### src/design/scds_pkg.sv
package scds_pkg;

    localparam int RATE_BITS_DEF = 28;
    localparam int FRAC_BITS_DEF = 16;
    localparam int DEC_BITS      = 16;
    localparam int MAX_CAND      = 1024;
    localparam int CAND_BITS     = 11;

    localparam logic [31:0] RST_BASE_LOW  = 32'd150000000;
    localparam logic [31:0] RST_BASE_HIGH = 32'd180000000;
    localparam logic [31:0] RST_BASE_STEP = 32'd1000000;
    localparam logic [15:0] RST_MAX_DEC   = 16'd10000;
    localparam logic [31:0] RST_CEILING   = 32'd180000000;

    typedef enum logic [2:0]
    {
        REG_BASE_LOW  = 3'd0,
        REG_BASE_HIGH = 3'd1,
        REG_BASE_STEP = 3'd2,
        REG_MAX_DEC   = 3'd3,
        REG_CEILING   = 3'd4
    } reg_idx_t;

    // Handshake between the sequencer and the serial units (divider and multiplier).
    typedef struct packed
    {
        logic start;
    } div_req_t;

    typedef struct packed
    {
        logic busy;
        logic done;
    } div_stat_t;

endpackage

### src/design/scds_divider.sv
// Restoring divider, one quotient bit per cycle, MSB first.
module scds_divider
    import scds_pkg::*;
#(
    parameter int NUM_BITS = 64,
    parameter int DEN_BITS = 32
)
(
    input  logic                clk,
    input  logic                rst_n,
    input  div_req_t            req,
    input  logic [NUM_BITS-1:0] numer,
    input  logic [DEN_BITS-1:0] denom,
    output div_stat_t           stat,
    output logic [NUM_BITS-1:0] quot,
    output logic [DEN_BITS-1:0] remain
);

    localparam int CNT_BITS = $clog2(NUM_BITS + 1);

    logic [NUM_BITS-1:0] q_reg, q_next;
    logic [DEN_BITS-1:0] den_reg, den_next;
    logic [DEN_BITS:0]   rem_reg, rem_next;
    logic [CNT_BITS-1:0] cnt_reg, cnt_next;
    logic                busy_reg, busy_next;
    logic                done_reg, done_next;
    logic [DEN_BITS:0]   trial;
    logic [DEN_BITS+1:0] diff;

    always_comb
    begin
        trial = {rem_reg[DEN_BITS-1:0], q_reg[NUM_BITS-1]};
        diff  = {1'b0, trial} - {2'b00, den_reg};
    end

    always_comb
    begin
        q_next    = q_reg;
        den_next  = den_reg;
        rem_next  = rem_reg;
        cnt_next  = cnt_reg;
        busy_next = busy_reg;
        done_next = 1'b0;
        if (req.start)
        begin
            q_next    = numer;
            den_next  = denom;
            rem_next  = '0;
            cnt_next  = CNT_BITS'(NUM_BITS);
            busy_next = 1'b1;
        end
        else if (busy_reg)
        begin
            if (!diff[DEN_BITS+1])
            begin
                rem_next = diff[DEN_BITS:0];
                q_next   = {q_reg[NUM_BITS-2:0], 1'b1};
            end
            else
            begin
                rem_next = trial;
                q_next   = {q_reg[NUM_BITS-2:0], 1'b0};
            end
            cnt_next = cnt_reg - 1'b1;
            if (cnt_reg == CNT_BITS'(1))
            begin
                busy_next = 1'b0;
                done_next = 1'b1;
            end
        end
    end

    always_ff @(posedge clk or negedge rst_n)
    begin
        if (!rst_n)
        begin
            busy_reg <= 1'b0;
            done_reg <= 1'b0;
            cnt_reg  <= '0;
        end
        else
        begin
            busy_reg <= busy_next;
            done_reg <= done_next;
            cnt_reg  <= cnt_next;
        end
    end

    always_ff @(posedge clk)
    begin
        q_reg   <= q_next;
        den_reg <= den_next;
        rem_reg <= rem_next;
    end

    assign stat.busy = busy_reg;
    assign stat.done = done_reg;
    assign quot      = q_reg;
    assign remain    = rem_reg[DEN_BITS-1:0];

endmodule

### src/design/scds_serial_mult.sv
// Shift-add multiplier, one multiplier bit per cycle, LSB first.
module scds_serial_mult
    import scds_pkg::*;
#(
    parameter int A_BITS = 32,
    parameter int B_BITS = 32
)
(
    input  logic                     clk,
    input  logic                     rst_n,
    input  div_req_t                 req,
    input  logic [A_BITS-1:0]        mcand,
    input  logic [B_BITS-1:0]        mplier,
    output div_stat_t                stat,
    output logic [A_BITS+B_BITS-1:0] prod
);

    localparam int P_BITS   = A_BITS + B_BITS;
    localparam int CNT_BITS = $clog2(B_BITS + 1);

    logic [P_BITS-1:0]   acc_reg, acc_next;
    logic [P_BITS-1:0]   a_reg, a_next;
    logic [B_BITS-1:0]   b_reg, b_next;
    logic [CNT_BITS-1:0] cnt_reg, cnt_next;
    logic                busy_reg, busy_next;
    logic                done_reg, done_next;

    always_comb
    begin
        acc_next  = acc_reg;
        a_next    = a_reg;
        b_next    = b_reg;
        cnt_next  = cnt_reg;
        busy_next = busy_reg;
        done_next = 1'b0;
        if (req.start)
        begin
            acc_next  = '0;
            a_next    = P_BITS'(mcand);
            b_next    = mplier;
            cnt_next  = CNT_BITS'(B_BITS);
            busy_next = 1'b1;
        end
        else if (busy_reg)
        begin
            if (b_reg[0])
            begin
                acc_next = acc_reg + a_reg;
            end
            a_next   = {a_reg[P_BITS-2:0], 1'b0};
            b_next   = {1'b0, b_reg[B_BITS-1:1]};
            cnt_next = cnt_reg - 1'b1;
            if (cnt_reg == CNT_BITS'(1))
            begin
                busy_next = 1'b0;
                done_next = 1'b1;
            end
        end
    end

    always_ff @(posedge clk or negedge rst_n)
    begin
        if (!rst_n)
        begin
            busy_reg <= 1'b0;
            done_reg <= 1'b0;
            cnt_reg  <= '0;
        end
        else
        begin
            busy_reg <= busy_next;
            done_reg <= done_next;
            cnt_reg  <= cnt_next;
        end
    end

    always_ff @(posedge clk)
    begin
        acc_reg <= acc_next;
        a_reg   <= a_next;
        b_reg   <= b_next;
    end

    assign stat.busy = busy_reg;
    assign stat.done = done_reg;
    assign prod      = acc_reg;

endmodule

### src/design/sample_clock_decimation_selector.sv
// Sample clock decimation selector.
// Input channel: requested_rate (signed Hz) with in_valid / in_stall. The block
// takes one request at a time; in_stall is high from acceptance until the result
// transfer on the output channel completes.
// Output channel: chosen_base_rate, decimation, effective_rate (Q.FRAC_BITS Hz)
// with out_valid / out_stall. The result is held in output registers until the
// receiver drops out_stall; a stalled result does not change.
// Config port: cfg_we / cfg_index / cfg_data; the user must write it only while
// idle, the block itself does not enforce this. Per request: each candidate base
// rate runs one serial divide for the factor, a serial multiply r*f and two
// serial multiplies for the rational compare, plus the ST_DEC and ST_NEXT
// sequencing states. After the last candidate a final divide gives the effective
// rate, then out_valid rises. The default settings give 31 candidates; the count
// is capped at 1024. One shared divider and one shared shift-add multiplier
// serve all these steps.
// Turnaround: the next request can be taken in the cycle after the result transfer.
// Reset: the state and the configuration registers return to their package defaults; no item in flight.
module sample_clock_decimation_selector
    import scds_pkg::*;
#(
    parameter int RATE_BITS = RATE_BITS_DEF,
    parameter int FRAC_BITS = FRAC_BITS_DEF
)
(
    input  logic                          clk,
    input  logic                          rst_n,
    input  logic                          cfg_we,
    input  logic [2:0]                    cfg_index,
    input  logic [RATE_BITS-1:0]          cfg_data,
    input  logic                          in_valid,
    output logic                          in_stall,
    input  logic signed [RATE_BITS:0]     requested_rate,
    output logic                          out_valid,
    input  logic                          out_stall,
    output logic [RATE_BITS-1:0]          chosen_base_rate,
    output logic [DEC_BITS-1:0]           decimation,
    output logic [RATE_BITS+FRAC_BITS-1:0] effective_rate
);

    localparam int RB    = RATE_BITS;
    localparam int DIVN  = RB + FRAC_BITS + 1;   // numerator width
    localparam int DIVD  = RB + 2;               // denominator width
    localparam int MA    = RB + 2;               // unused; multiplier operand A is ERRB wide
    localparam int MB    = DEC_BITS;             // multiplier operand B
    localparam int ERRB  = RB + DEC_BITS + 1;    // error term width

    typedef enum logic [8:0]
    {
        ST_IDLE  = 9'b000000001,
        ST_FDIV  = 9'b000000010,
        ST_RF    = 9'b000000100,
        ST_CMP1  = 9'b000001000,
        ST_CMP2  = 9'b000010000,
        ST_DEC   = 9'b000100000,
        ST_NEXT  = 9'b001000000,
        ST_EDIV  = 9'b010000000,
        ST_OUT   = 9'b100000000
    } state_t;

    state_t state_reg, state_next;

    // configuration
    logic [RB-1:0]       low_reg, high_reg, step_reg, ceil_reg;
    logic [DEC_BITS-1:0] maxd_reg;

    // working registers
    logic [RB-1:0]        r_reg, r_next;
    logic [RB:0]          b_reg, b_next;      // extra bit for overflow past high
    logic [DEC_BITS-1:0]  f_reg, f_next;
    logic [ERRB-1:0]      e_reg, e_next;
    logic [ERRB+DEC_BITS-1:0] lhs_reg, lhs_next;
    logic                 have_reg, have_next;
    logic [CAND_BITS-1:0] cnt_reg, cnt_next;
    logic [RB-1:0]        bb_reg, bb_next;
    logic [DEC_BITS-1:0]  bf_reg, bf_next;
    logic [ERRB-1:0]      be_reg, be_next;
    logic [RB+FRAC_BITS-1:0] q_reg, q_next;

    // serial units
    div_req_t             dreq, mreq;
    div_stat_t            dstat, mstat;
    logic [DIVN-1:0]      dnum, dquot;
    logic [DIVD-1:0]      dden, drem;
    logic [ERRB-1:0]      ma;
    logic [MB-1:0]        mb;
    logic [ERRB+MB-1:0]   mprod;

    logic [DEC_BITS-1:0]  maxd;
    logic [RB:0]          mag;
    logic [RB-1:0]        r_sat;
    logic [DIVN-1:0]      fq;
    logic [DIVD:0]        rem2;
    logic [ERRB-1:0]      rf;
    logic [RB:0]          b_step;

    assign maxd = (maxd_reg == '0) ? DEC_BITS'(1) : maxd_reg;
    assign mag  = requested_rate[RB] ? (RB+1)'(-requested_rate) : requested_rate;
    assign r_sat = (mag > {1'b0, ceil_reg}) ? ceil_reg : mag[RB-1:0];
    assign rf   = mprod[ERRB-1:0];
    assign b_step = b_reg + {1'b0, step_reg};
    assign rem2 = {drem, 1'b0};

    // clamped factor from the divide quotient
    always_comb
    begin
        fq = dquot;
        if (fq == '0)
        begin
            fq = DIVN'(1);
        end
        if (fq > DIVN'(maxd))
        begin
            fq = DIVN'(maxd);
        end
    end

    scds_divider #(.NUM_BITS(DIVN), .DEN_BITS(DIVD)) u_div
    (
        .clk    (clk),
        .rst_n  (rst_n),
        .req    (dreq),
        .numer  (dnum),
        .denom  (dden),
        .stat   (dstat),
        .quot   (dquot),
        .remain (drem)
    );

    scds_serial_mult #(.A_BITS(ERRB), .B_BITS(MB)) u_mul
    (
        .clk    (clk),
        .rst_n  (rst_n),
        .req    (mreq),
        .mcand  (ma),
        .mplier (mb),
        .stat   (mstat),
        .prod   (mprod)
    );

    always_comb
    begin
        state_next = state_reg;
        r_next     = r_reg;
        b_next     = b_reg;
        f_next     = f_reg;
        e_next     = e_reg;
        lhs_next   = lhs_reg;
        have_next  = have_reg;
        cnt_next   = cnt_reg;
        bb_next    = bb_reg;
        bf_next    = bf_reg;
        be_next    = be_reg;
        q_next     = q_reg;
        dreq.start = 1'b0;
        mreq.start = 1'b0;
        dnum       = '0;
        dden       = '0;
        ma         = '0;
        mb         = '0;
        case (state_reg)
            ST_IDLE:
            begin
                if (in_valid)
                begin
                    r_next     = r_sat;
                    b_next     = {1'b0, low_reg};
                    have_next  = 1'b0;
                    cnt_next   = '0;
                    bf_next    = DEC_BITS'(1);
                    be_next    = '0;
                    state_next = ST_FDIV;
                    // factor = (2b + r) / (2r)
                    dreq.start = 1'b1;
                    dnum = DIVN'({low_reg, 1'b0}) + DIVN'(r_sat);
                    dden = DIVD'({r_sat, 1'b0});
                end
            end
            ST_FDIV:
            begin
                if (dstat.done)
                begin
                    f_next     = (r_reg == '0) ? maxd : fq[DEC_BITS-1:0];
                    state_next = ST_RF;
                    mreq.start = 1'b1;
                    ma = ERRB'(r_reg);
                    mb = (r_reg == '0) ? maxd : fq[DEC_BITS-1:0];
                end
            end
            ST_RF:
            begin
                if (mstat.done)
                begin
                    e_next = (ERRB'(b_reg) >= rf) ? ERRB'(b_reg) - rf : rf - ERRB'(b_reg);
                    state_next = ST_CMP1;
                    mreq.start = 1'b1;
                    ma = (ERRB'(b_reg) >= rf) ? ERRB'(b_reg) - rf : rf - ERRB'(b_reg);
                    mb = bf_reg;
                end
            end
            ST_CMP1:
            begin
                if (mstat.done)
                begin
                    lhs_next   = mprod;
                    state_next = ST_CMP2;
                    mreq.start = 1'b1;
                    ma = be_reg;
                    mb = f_reg;
                end
            end
            ST_CMP2:
            begin
                if (mstat.done)
                begin
                    if (!have_reg || lhs_reg < mprod)
                    begin
                        have_next = 1'b1;
                        bb_next   = b_reg[RB-1:0];
                        bf_next   = f_reg;
                        be_next   = e_reg;
                    end
                    cnt_next   = cnt_reg + 1'b1;
                    state_next = ST_DEC;
                end
            end
            ST_DEC:
            begin
                if (step_reg == '0 || cnt_reg >= CAND_BITS'(MAX_CAND)
                    || b_step > {1'b0, high_reg})
                begin
                    state_next = ST_EDIV;
                    dreq.start = 1'b1;
                    dnum = DIVN'({bb_reg, {FRAC_BITS{1'b0}}});
                    dden = DIVD'(bf_reg);
                end
                else
                begin
                    b_next     = b_step;
                    state_next = ST_NEXT;
                end
            end
            ST_NEXT:
            begin
                state_next = ST_FDIV;
                dreq.start = 1'b1;
                dnum = DIVN'({b_reg, 1'b0}) + DIVN'(r_reg);
                dden = DIVD'({r_reg, 1'b0});
            end
            ST_EDIV:
            begin
                if (dstat.done)
                begin
                    // round half up: rem >= f - rem  <=>  2*rem >= f
                    q_next = dquot[RB+FRAC_BITS-1:0]
                           + ((rem2 >= (DIVD+1)'(bf_reg)) ? 1'b1 : 1'b0);
                    state_next = ST_OUT;
                end
            end
            ST_OUT:
            begin
                if (!out_stall)
                begin
                    state_next = ST_IDLE;
                end
            end
            default:
            begin
                state_next = ST_IDLE;
            end
        endcase
    end

    always_ff @(posedge clk or negedge rst_n)
    begin
        if (!rst_n)
        begin
            state_reg <= ST_IDLE;
            low_reg   <= RB'(RST_BASE_LOW);
            high_reg  <= RB'(RST_BASE_HIGH);
            step_reg  <= RB'(RST_BASE_STEP);
            maxd_reg  <= RST_MAX_DEC;
            ceil_reg  <= RB'(RST_CEILING);
        end
        else
        begin
            state_reg <= state_next;
            if (cfg_we)
            begin
                case (cfg_index)
                    REG_BASE_LOW:  low_reg  <= cfg_data;
                    REG_BASE_HIGH: high_reg <= cfg_data;
                    REG_BASE_STEP: step_reg <= cfg_data;
                    REG_MAX_DEC:   maxd_reg <= cfg_data[DEC_BITS-1:0];
                    REG_CEILING:   ceil_reg <= cfg_data;
                    default: ;
                endcase
            end
        end
    end

    always_ff @(posedge clk)
    begin
        r_reg    <= r_next;
        b_reg    <= b_next;
        f_reg    <= f_next;
        e_reg    <= e_next;
        lhs_reg  <= lhs_next;
        have_reg <= have_next;
        cnt_reg  <= cnt_next;
        bb_reg   <= bb_next;
        bf_reg   <= bf_next;
        be_reg   <= be_next;
        q_reg    <= q_next;
    end

    assign in_stall         = (state_reg != ST_IDLE);
    assign out_valid        = (state_reg == ST_OUT);
    assign chosen_base_rate = bb_reg;
    assign decimation       = bf_reg;
    assign effective_rate   = q_reg;

endmodule

### config.mk
export PLATFORM = sky130hd
export DESIGN_NAME = sample_clock_decimation_selector
export DESIGN_NICKNAME = d
export VERILOG_FILES = /design/src/design/scds_pkg.sv /design/src/design/scds_divider.sv /design/src/design/scds_serial_mult.sv /design/src/design/sample_clock_decimation_selector.sv
export SDC_FILE = /design/constraint.sdc
export NUM_CORES = 2
export LEC_CHECK = 0
export ABC_AREA = 1
export ABC_CLOCK_PERIOD_IN_PS = 5700
export BUFFER_PORTS_ARGS = -buffer_cell sky130_fd_sc_hd__buf_4
export CAP_MARGIN = 15
export CORE_UTILIZATION = 25
export CTS_CLUSTER_DIAMETER = 40
export DETAILED_ROUTE_END_ITERATION = 8
export HOLD_SLACK_MARGIN = 0.15
export PLACE_DENSITY = 0.44
export SYNTH_ARGS = -nofsm -noshare
export SYNTH_HDL_FRONTEND = slang
export SYNTH_SLANG_ARGS = --single-unit
### constraint.sdc
create_clock -name clk -period 5.7 [get_ports clk]
set_input_delay 0.57 -clock clk [delete_from_list [all_inputs] [get_ports clk]]
set_output_delay 0.57 -clock clk [all_outputs]
set_load 0.02 [all_outputs]
**Word-level counts from Yosys, hierarchy flattened**

Cells that the tools add are included.

- Add/subtract/negate cells: 12
- Order comparisons: 7
- Eq/ne operators: 25
- Mux-type cells: 79
- Reductions and logical operators: 30

Operator list:

| cell | number |
|---|---|
| 2-to-1 mux 45 bit | 11 |
| 2-to-1 mux 16 bit | 12 |
| one-hot mux 45 bit (3 select lines) | 1 |
| one-hot mux 44 bit (3 select lines) | 1 |
| 2-to-1 mux 29 bit | 4 |
| one-hot mux 45 bit (2 select lines) | 1 |
| one-hot mux 29 bit (3 select lines) | 1 |
| one-hot mux 9 bit (9 select lines) | 1 |
| 2-to-1 mux 9 bit | 7 |
| adder 61 bit | 1 |
| less-than comparator 61 bit | 1 |
| 2-to-1 mux 30 bit | 2 |
| greater-than comparator 29 x 28 -> 1 bit | 2 |
| one-hot mux 29 bit (2 select lines) | 1 |
| logical NOT 28 bit | 2 |
| 2-to-1 mux 28 bit | 2 |
| one-hot mux 16 bit (3 select lines) | 1 |
| greater-or-equal comparator 29 x 45 -> 1 bit | 1 |
| greater-than comparator 45 x 16 -> 1 bit | 1 |
| logical NOT 45 bit | 1 |
| subtractor 29 x 45 -> 45 bit | 1 |
| subtractor 45 x 29 -> 45 bit | 1 |
| adder 44 x 1 -> 44 bit | 1 |
| 2-to-1 mux 44 bit | 1 |
| other kinds (46) | 95 |

- Flip-flop bits (word level): 719
- Input bits: 65

**Longest topological paths before layout**

- Word-level depth: 8
- Depth in mapped cells: 37

**Hierarchy**

From an unflattened synthesis, not the netlist that was laid out.

- Cells, all modules: 7385
- Area, all modules: 52963.3 um^2

By module, submodules not included:

| module | times used | cells each | area each (um^2) |
|---|---|---|---|
| sample_clock_decimation_selector | 1 | 4551 | 34534.4 |
| scds_serial_mult | 1 | 1833 | 11125.7 |
| scds_divider | 1 | 1001 | 7303.3 |

**Least setup slack after synthesis**

No wires, ideal clock.

- Kind: input to register
- Start: in requested_rate[0]
- End: reg u_div.q_reg[21] (netlist: u_div.quot[21]), data pin
- Setup time: 259 ps
- Arrival time: 4867 ps
- Required time: 5441 ps
- Path slack: 574 ps
- Stages: 36
- Buffers on the path: 1
- Cell sequence: inv_1 > ha_1 > inv_1 > nor3_1 > nand2_1 > nor2_1 > inv_1 > o21ai_0 > xor2_1 > inv_1 > ha_1 > a21oi_1 > o21ai_0 > a21oi_1 > nand2_1 > nand3_1 > nand3_1 > nand2_2 > buf_2 > nand2_1 > and2_1 > ha_1 > fa_1 > nand3_1 > nand2_1 > a21oi_1 > inv_1 > nand2_1 > nand2_1 > nand2_1 > nand2_1 > or2_2 > nand3_1 > nand2_1 > inv_1 > nand3_1

- Cells in the longest elaborated chain, start to end: 8

Ends and longest elaborated chain:

| item | RTL line | text |
|---|---|---|
| start: declaration | sample_clock_decimation_selector.sv:32 | `input logic signed [RATE_BITS:0] requested_rate,` |
| negation 29 bit | sample_clock_decimation_selector.sv:97 | `assign mag = requested_rate[RB] ? (RB+1)'(-requested_rate) : requested_rate;` |
| 2-to-1 mux 29 bit (*) | sample_clock_decimation_selector.sv:97 |  |
| greater-than comparator 29 x 28 -> 1 bit | sample_clock_decimation_selector.sv:98 | `assign r_sat = (mag > {1'b0, ceil_reg}) ? ceil_reg : mag[RB-1:0];` |
| 2-to-1 mux 28 bit (*) | sample_clock_decimation_selector.sv:98 |  |
| via r_sat[1] | sample_clock_decimation_selector.sv:90 | `logic [RB-1:0] r_sat;` |
| adder 29 x 28 -> 30 bit (*) | sample_clock_decimation_selector.sv:174 | `dnum = DIVN'({low_reg, 1'b0}) + DIVN'(r_sat);` |
| 2-to-1 mux 30 bit (*) | sample_clock_decimation_selector.sv:163 | `if (in_valid)` |
| one-hot mux 44 bit (3 select lines) (*) | sample_clock_decimation_selector.sv:160 | `case (state_reg)` |
| 2-to-1 mux 45 bit (*) | scds_divider.sv:44 | `if (req.start)` |
| via u_div.q_next[21] | scds_divider.sv:21 | `logic [NUM_BITS-1:0] q_reg, q_next;` |
| end signal: assignment | scds_divider.sv:91 | `q_reg <= q_next;` |
| end: declaration | scds_divider.sv:21 |  |

Mark *: on every way through the listed nets, which the timed path passes. The rest lies on a longest branch.
A chain may end at the register's enable or synchronous reset.

**Final worst setup path**

- Start: reg b_reg[0]
- End: reg u_div.q_reg[23] (netlist: u_div.quot[23]), data pin

- Cells in the longest elaborated chain, start to end: 6
- Elaborated cells on any way between the ends: 9
- Classes of those cells: 2 x add/sub; 1 x order compare; 5 x mux; 1 x reduce/logical

Ends and longest elaborated chain:

| item | RTL line | text |
|---|---|---|
| start: declaration | sample_clock_decimation_selector.sv:68 | `logic [RB:0] b_reg, b_next;` |
| start signal: assignment | sample_clock_decimation_selector.sv:304 | `b_reg <= b_next;` |
| adder 29 x 28 -> 29 bit | sample_clock_decimation_selector.sv:100 | `assign b_step = b_reg + {1'b0, step_reg};` |
| greater-than comparator 29 x 28 -> 1 bit | sample_clock_decimation_selector.sv:229 | `\|\| b_step > {1'b0, high_reg})` |
| logical OR 1 bit | sample_clock_decimation_selector.sv:229 |  |
| 2-to-1 mux 44 bit or 2-to-1 mux 1 bit (tied branches) | sample_clock_decimation_selector.sv:228 | `if (step_reg == '0 \|\| cnt_reg >= CAND_BITS'(MAX_CAND)` |
| one-hot mux 44 bit (3 select lines) or one-hot mux 1 bit (3 select lines) (tied branches) | sample_clock_decimation_selector.sv:160 |  |
| 2-to-1 mux 45 bit (*) | scds_divider.sv:44 |  |
| via u_div.q_next[23] | scds_divider.sv:21 |  |

Marked as above.

==> qor.csv <==
metric;value;unit
irDropWorstVdd;0.232;mV
via_per_inst;4.87;
intPower;19.2;mW
cp.required;6.39;ns
finalSetupTns;0;ns
regArea;19800;sq um
dp_cells;9761;
rsz0062_at_grt;false;
ys_ff_latch;718;
synth_area_per_cell;7.53;sq um
fp.dieArea;206000;sq um
vias;49200;
post_cts_resized;0;
power_switching;15.9;mW
critical_path_arrival;5.91;ns
synth_nets;7239;
endpoint;u_div.quot[23]$_DFFE_PP_;
clock_skew;0.0841;ns
drv_slew;0;
synthArstFlopShare;21.2;%
status;finished, final reports clean;
synth_seq_area_share;38.8;%
wirelength;235000;um
place.gp.congestion;0.977;
core_region_area;203000;sq um
nNetsFinal;7737;
worst_skew_pair.late_latency;0.86;ns
multi_input_area;26800;sq um
final_cell_mix;1,544 x nand2_1, 980 x inv_1, 579 x nor2_1;
ctsHtreeMaxLevel;4;
tritoncts;built;
reg2reg_depth;27;
cts.sinks;718;
drt_first_pass_iters;8;
p_sw_share;45.3;%
die_h;454;um
drive_above_1_share;12.5;%
hp-class;primary input to register;
cts_setup_buffers;0;
powerDensity;551;nW/um^2
wl_per_cell;23.3;um
crit_path_end_kind;register;
post_synth_inst_count;6777;
overflow;0;
utilization;31.4;%
cp-start-kind;register;
pwr-share-seq;24.8;%
finalCritPeriodShare;91.6;%
start_util;25.2;%
drt-initial-drc-count;3992;
io_pins;155;
yosysWarnings;0;
dpl.hpwl;191000;um
port_buffers;154;
reg2reg_slack;0.48;ns
fin_crit;5.22;ns
drc;0;
die_x;454;um
cts.clk_slew.worst_paths;0.05;ns
max_clock_freq;0.192;GHz
finalInstanceArea;63500;sq um
cts_buffers;160;
ys_types;63;
r2r-start;b_reg[0]$_DFFE_PP_;
fp-row-count;165;
synth_area;51000;sq um
layout.cells.most_common;nand2_1;
power;35.0;mW
ys.flop_type;edfxtp_1;
drv_cap;0;
stdcell_count;10100;
share_comb_of_total_power;46.6;%
synth-edff-count;459;
cp_max_fo;23;
hold_viol_final;0;
relSlewSlack;22.1;%
grt_pass1_wl;333000;um
synthToLayoutAreaGrowth;24.6;%
fill_cells;21700;
worst_pin_slew;1.16;ns
crit_type;register to register;
antenna_found_initial;9;
setup_viol;0;
clockRootBuffer;clkbuf_16;
grt_start_max_net_pins;107;
clk_path_buf_depth;3;
leakagePower;28.3;nW
pwr-share-clk;28.6;%
grt_pass1_vias;47800;
cp-startpoint;b_reg[0]$_DFFE_PP_;
dpl_cell_area;57400;sq um
grt_usage;22.3;%
detail-route-antenna-nets;0;
r2r_end;u_div.quot[23]$_DFFE_PP_;
==> power groups by stage <==
stage	combinational (mW)	clock, mW	sequential [mW]
final	16.3	10.0	8.69
after global routing	18.0	10.4	8.77
after global placement	16.1	0	8.73
after detailed placement	16.1	0	8.74
after floorplan	10.1	0	7.91
after CTS	16.2	10.2	8.67
==> cell families after synthesis <==
kind of cell	synth area share, %
AO/OA/AOI/OAI	12.7
XOR/XNOR	3.49
adder cells (fa/ha/maj)	9.84
buffers and inverters	8.88
flip-flops	38.8
AND/OR/NAND/NOR	26.3
==> metal layers <==
metal  global-route usage, %  routed length [um]  vias up
li1                        -                   -    23600
met1                    31.5              110000    23700
met2                    35.1              104000     1506
met3                    3.01               13200      315
met4                    7.05                7330        0
met5                       0                   0        -
==> worst min-delay path by stage <==
stage                                            from                      end  cells past startpoint
after CTS                                 cfg_data[6]  ceil_reg[6]$_DFFE_PN0P_                      3
final                                     cfg_data[6]  ceil_reg[6]$_DFFE_PN0P_                      3
after global routing                      cfg_data[6]  ceil_reg[6]$_DFFE_PN0P_                      3
after floorplan                                 rst_n  ceil_reg[0]$_DFFE_PN0P_                      0
after detailed placement  u_mul.prod[50]$_SDFFE_PP0P_    lhs_reg[50]$_DFFE_PP_                      0
after global placement    u_mul.prod[50]$_SDFFE_PP0P_    lhs_reg[50]$_DFFE_PP_                      0
==> area by class of cell <==
type                       count  area share (%)
multi-input combinational   4880            42.1
sequential                   718            31.1
clock buffer                 175            6.44
timing repair buffer         507            6.23
inverter                    1008            5.96
tap                         2672            5.26
clock inverter               126            2.83
antenna                        3          0.0118
==> synth_stat cells, types with 26 or more instances <==
| cell type | instances | area share (%) |
|---|---|---|
| nor3_1 | 85 | 0.83 |
| buf_2 | 47 | 0.46 |
| clkbuf_1 | 95 | 0.70 |
| xor2_1 | 165 | 2.8 |
| xnor2_1 | 38 | 0.65 |
| edfxtp_1 | 459 | 27 |
| dfxtp_1 | 107 | 4.2 |
| o21ai_1 | 39 | 0.38 |
| nand2_1 | 1547 | 11 |
| nor4_1 | 53 | 0.65 |
| and2_1 | 57 | 0.70 |
| nor2_1 | 583 | 4.3 |
| inv_1 | 981 | 7.2 |
| nand4_1 | 148 | 1.8 |
| a21o_1 | 26 | 0.38 |
| dfstp_2 | 45 | 2.3 |
| a21oi_1 | 519 | 5.1 |
| dfrtp_1 | 107 | 5.2 |
| or2_2 | 40 | 0.49 |
| o211ai_1 | 31 | 0.46 |
| o21ai_0 | 454 | 4.5 |
| ha_1 | 390 | 9.6 |
| nand3_1 | 484 | 4.7 |
| o21bai_1 | 48 | 0.71 |
==> timing repair <==
item | CTS | global route
hold endpoints to repair | 121 | 0
setup endpoints to repair | 0 | 0
hold buffers | 22 | 0
==> worst max-delay path: stages, from the launching register on <==
cell and delay, ns:
edfxtp_1 0.41, ha_1 0.26, fa_1 0.43, nand3_1 0.11, nand2_1 0.12, a21boi_0 0.18, buf_4 0.15, o21ai_0 0.19
nand3_1 0.13, nand3_1 0.14, xor2_1 0.27, ha_1 0.30, nand2_1 0.17, nor2_1 0.08, a21oi_1 0.27, nand2_1 0.13
nand2_1 0.09, nand2_1 0.05, nand2_1 0.05, nand2_1 0.07, nand2_1 0.18, nand3_4 0.19, nand2_4 0.17, nand2_4 0.09
inv_2 0.14, buf_4 0.35, nand2_1 0.22, nand2_1 0.12
==> stage by stage <==
| step | hold slack [ns] | worst slack, ns |
|---|---|---|
| global route | 0.204 | 0.0646 |
| detailed placement | 0.452 | -0.235 |
| CTS | 0.177 | 0.472 |
| floorplan | 0.274 | 0.574 |
| finish | 0.224 | 0.480 |
| global placement | 0.446 | -0.224 |
No activity file was read; power rests on OpenSTA's default activity.
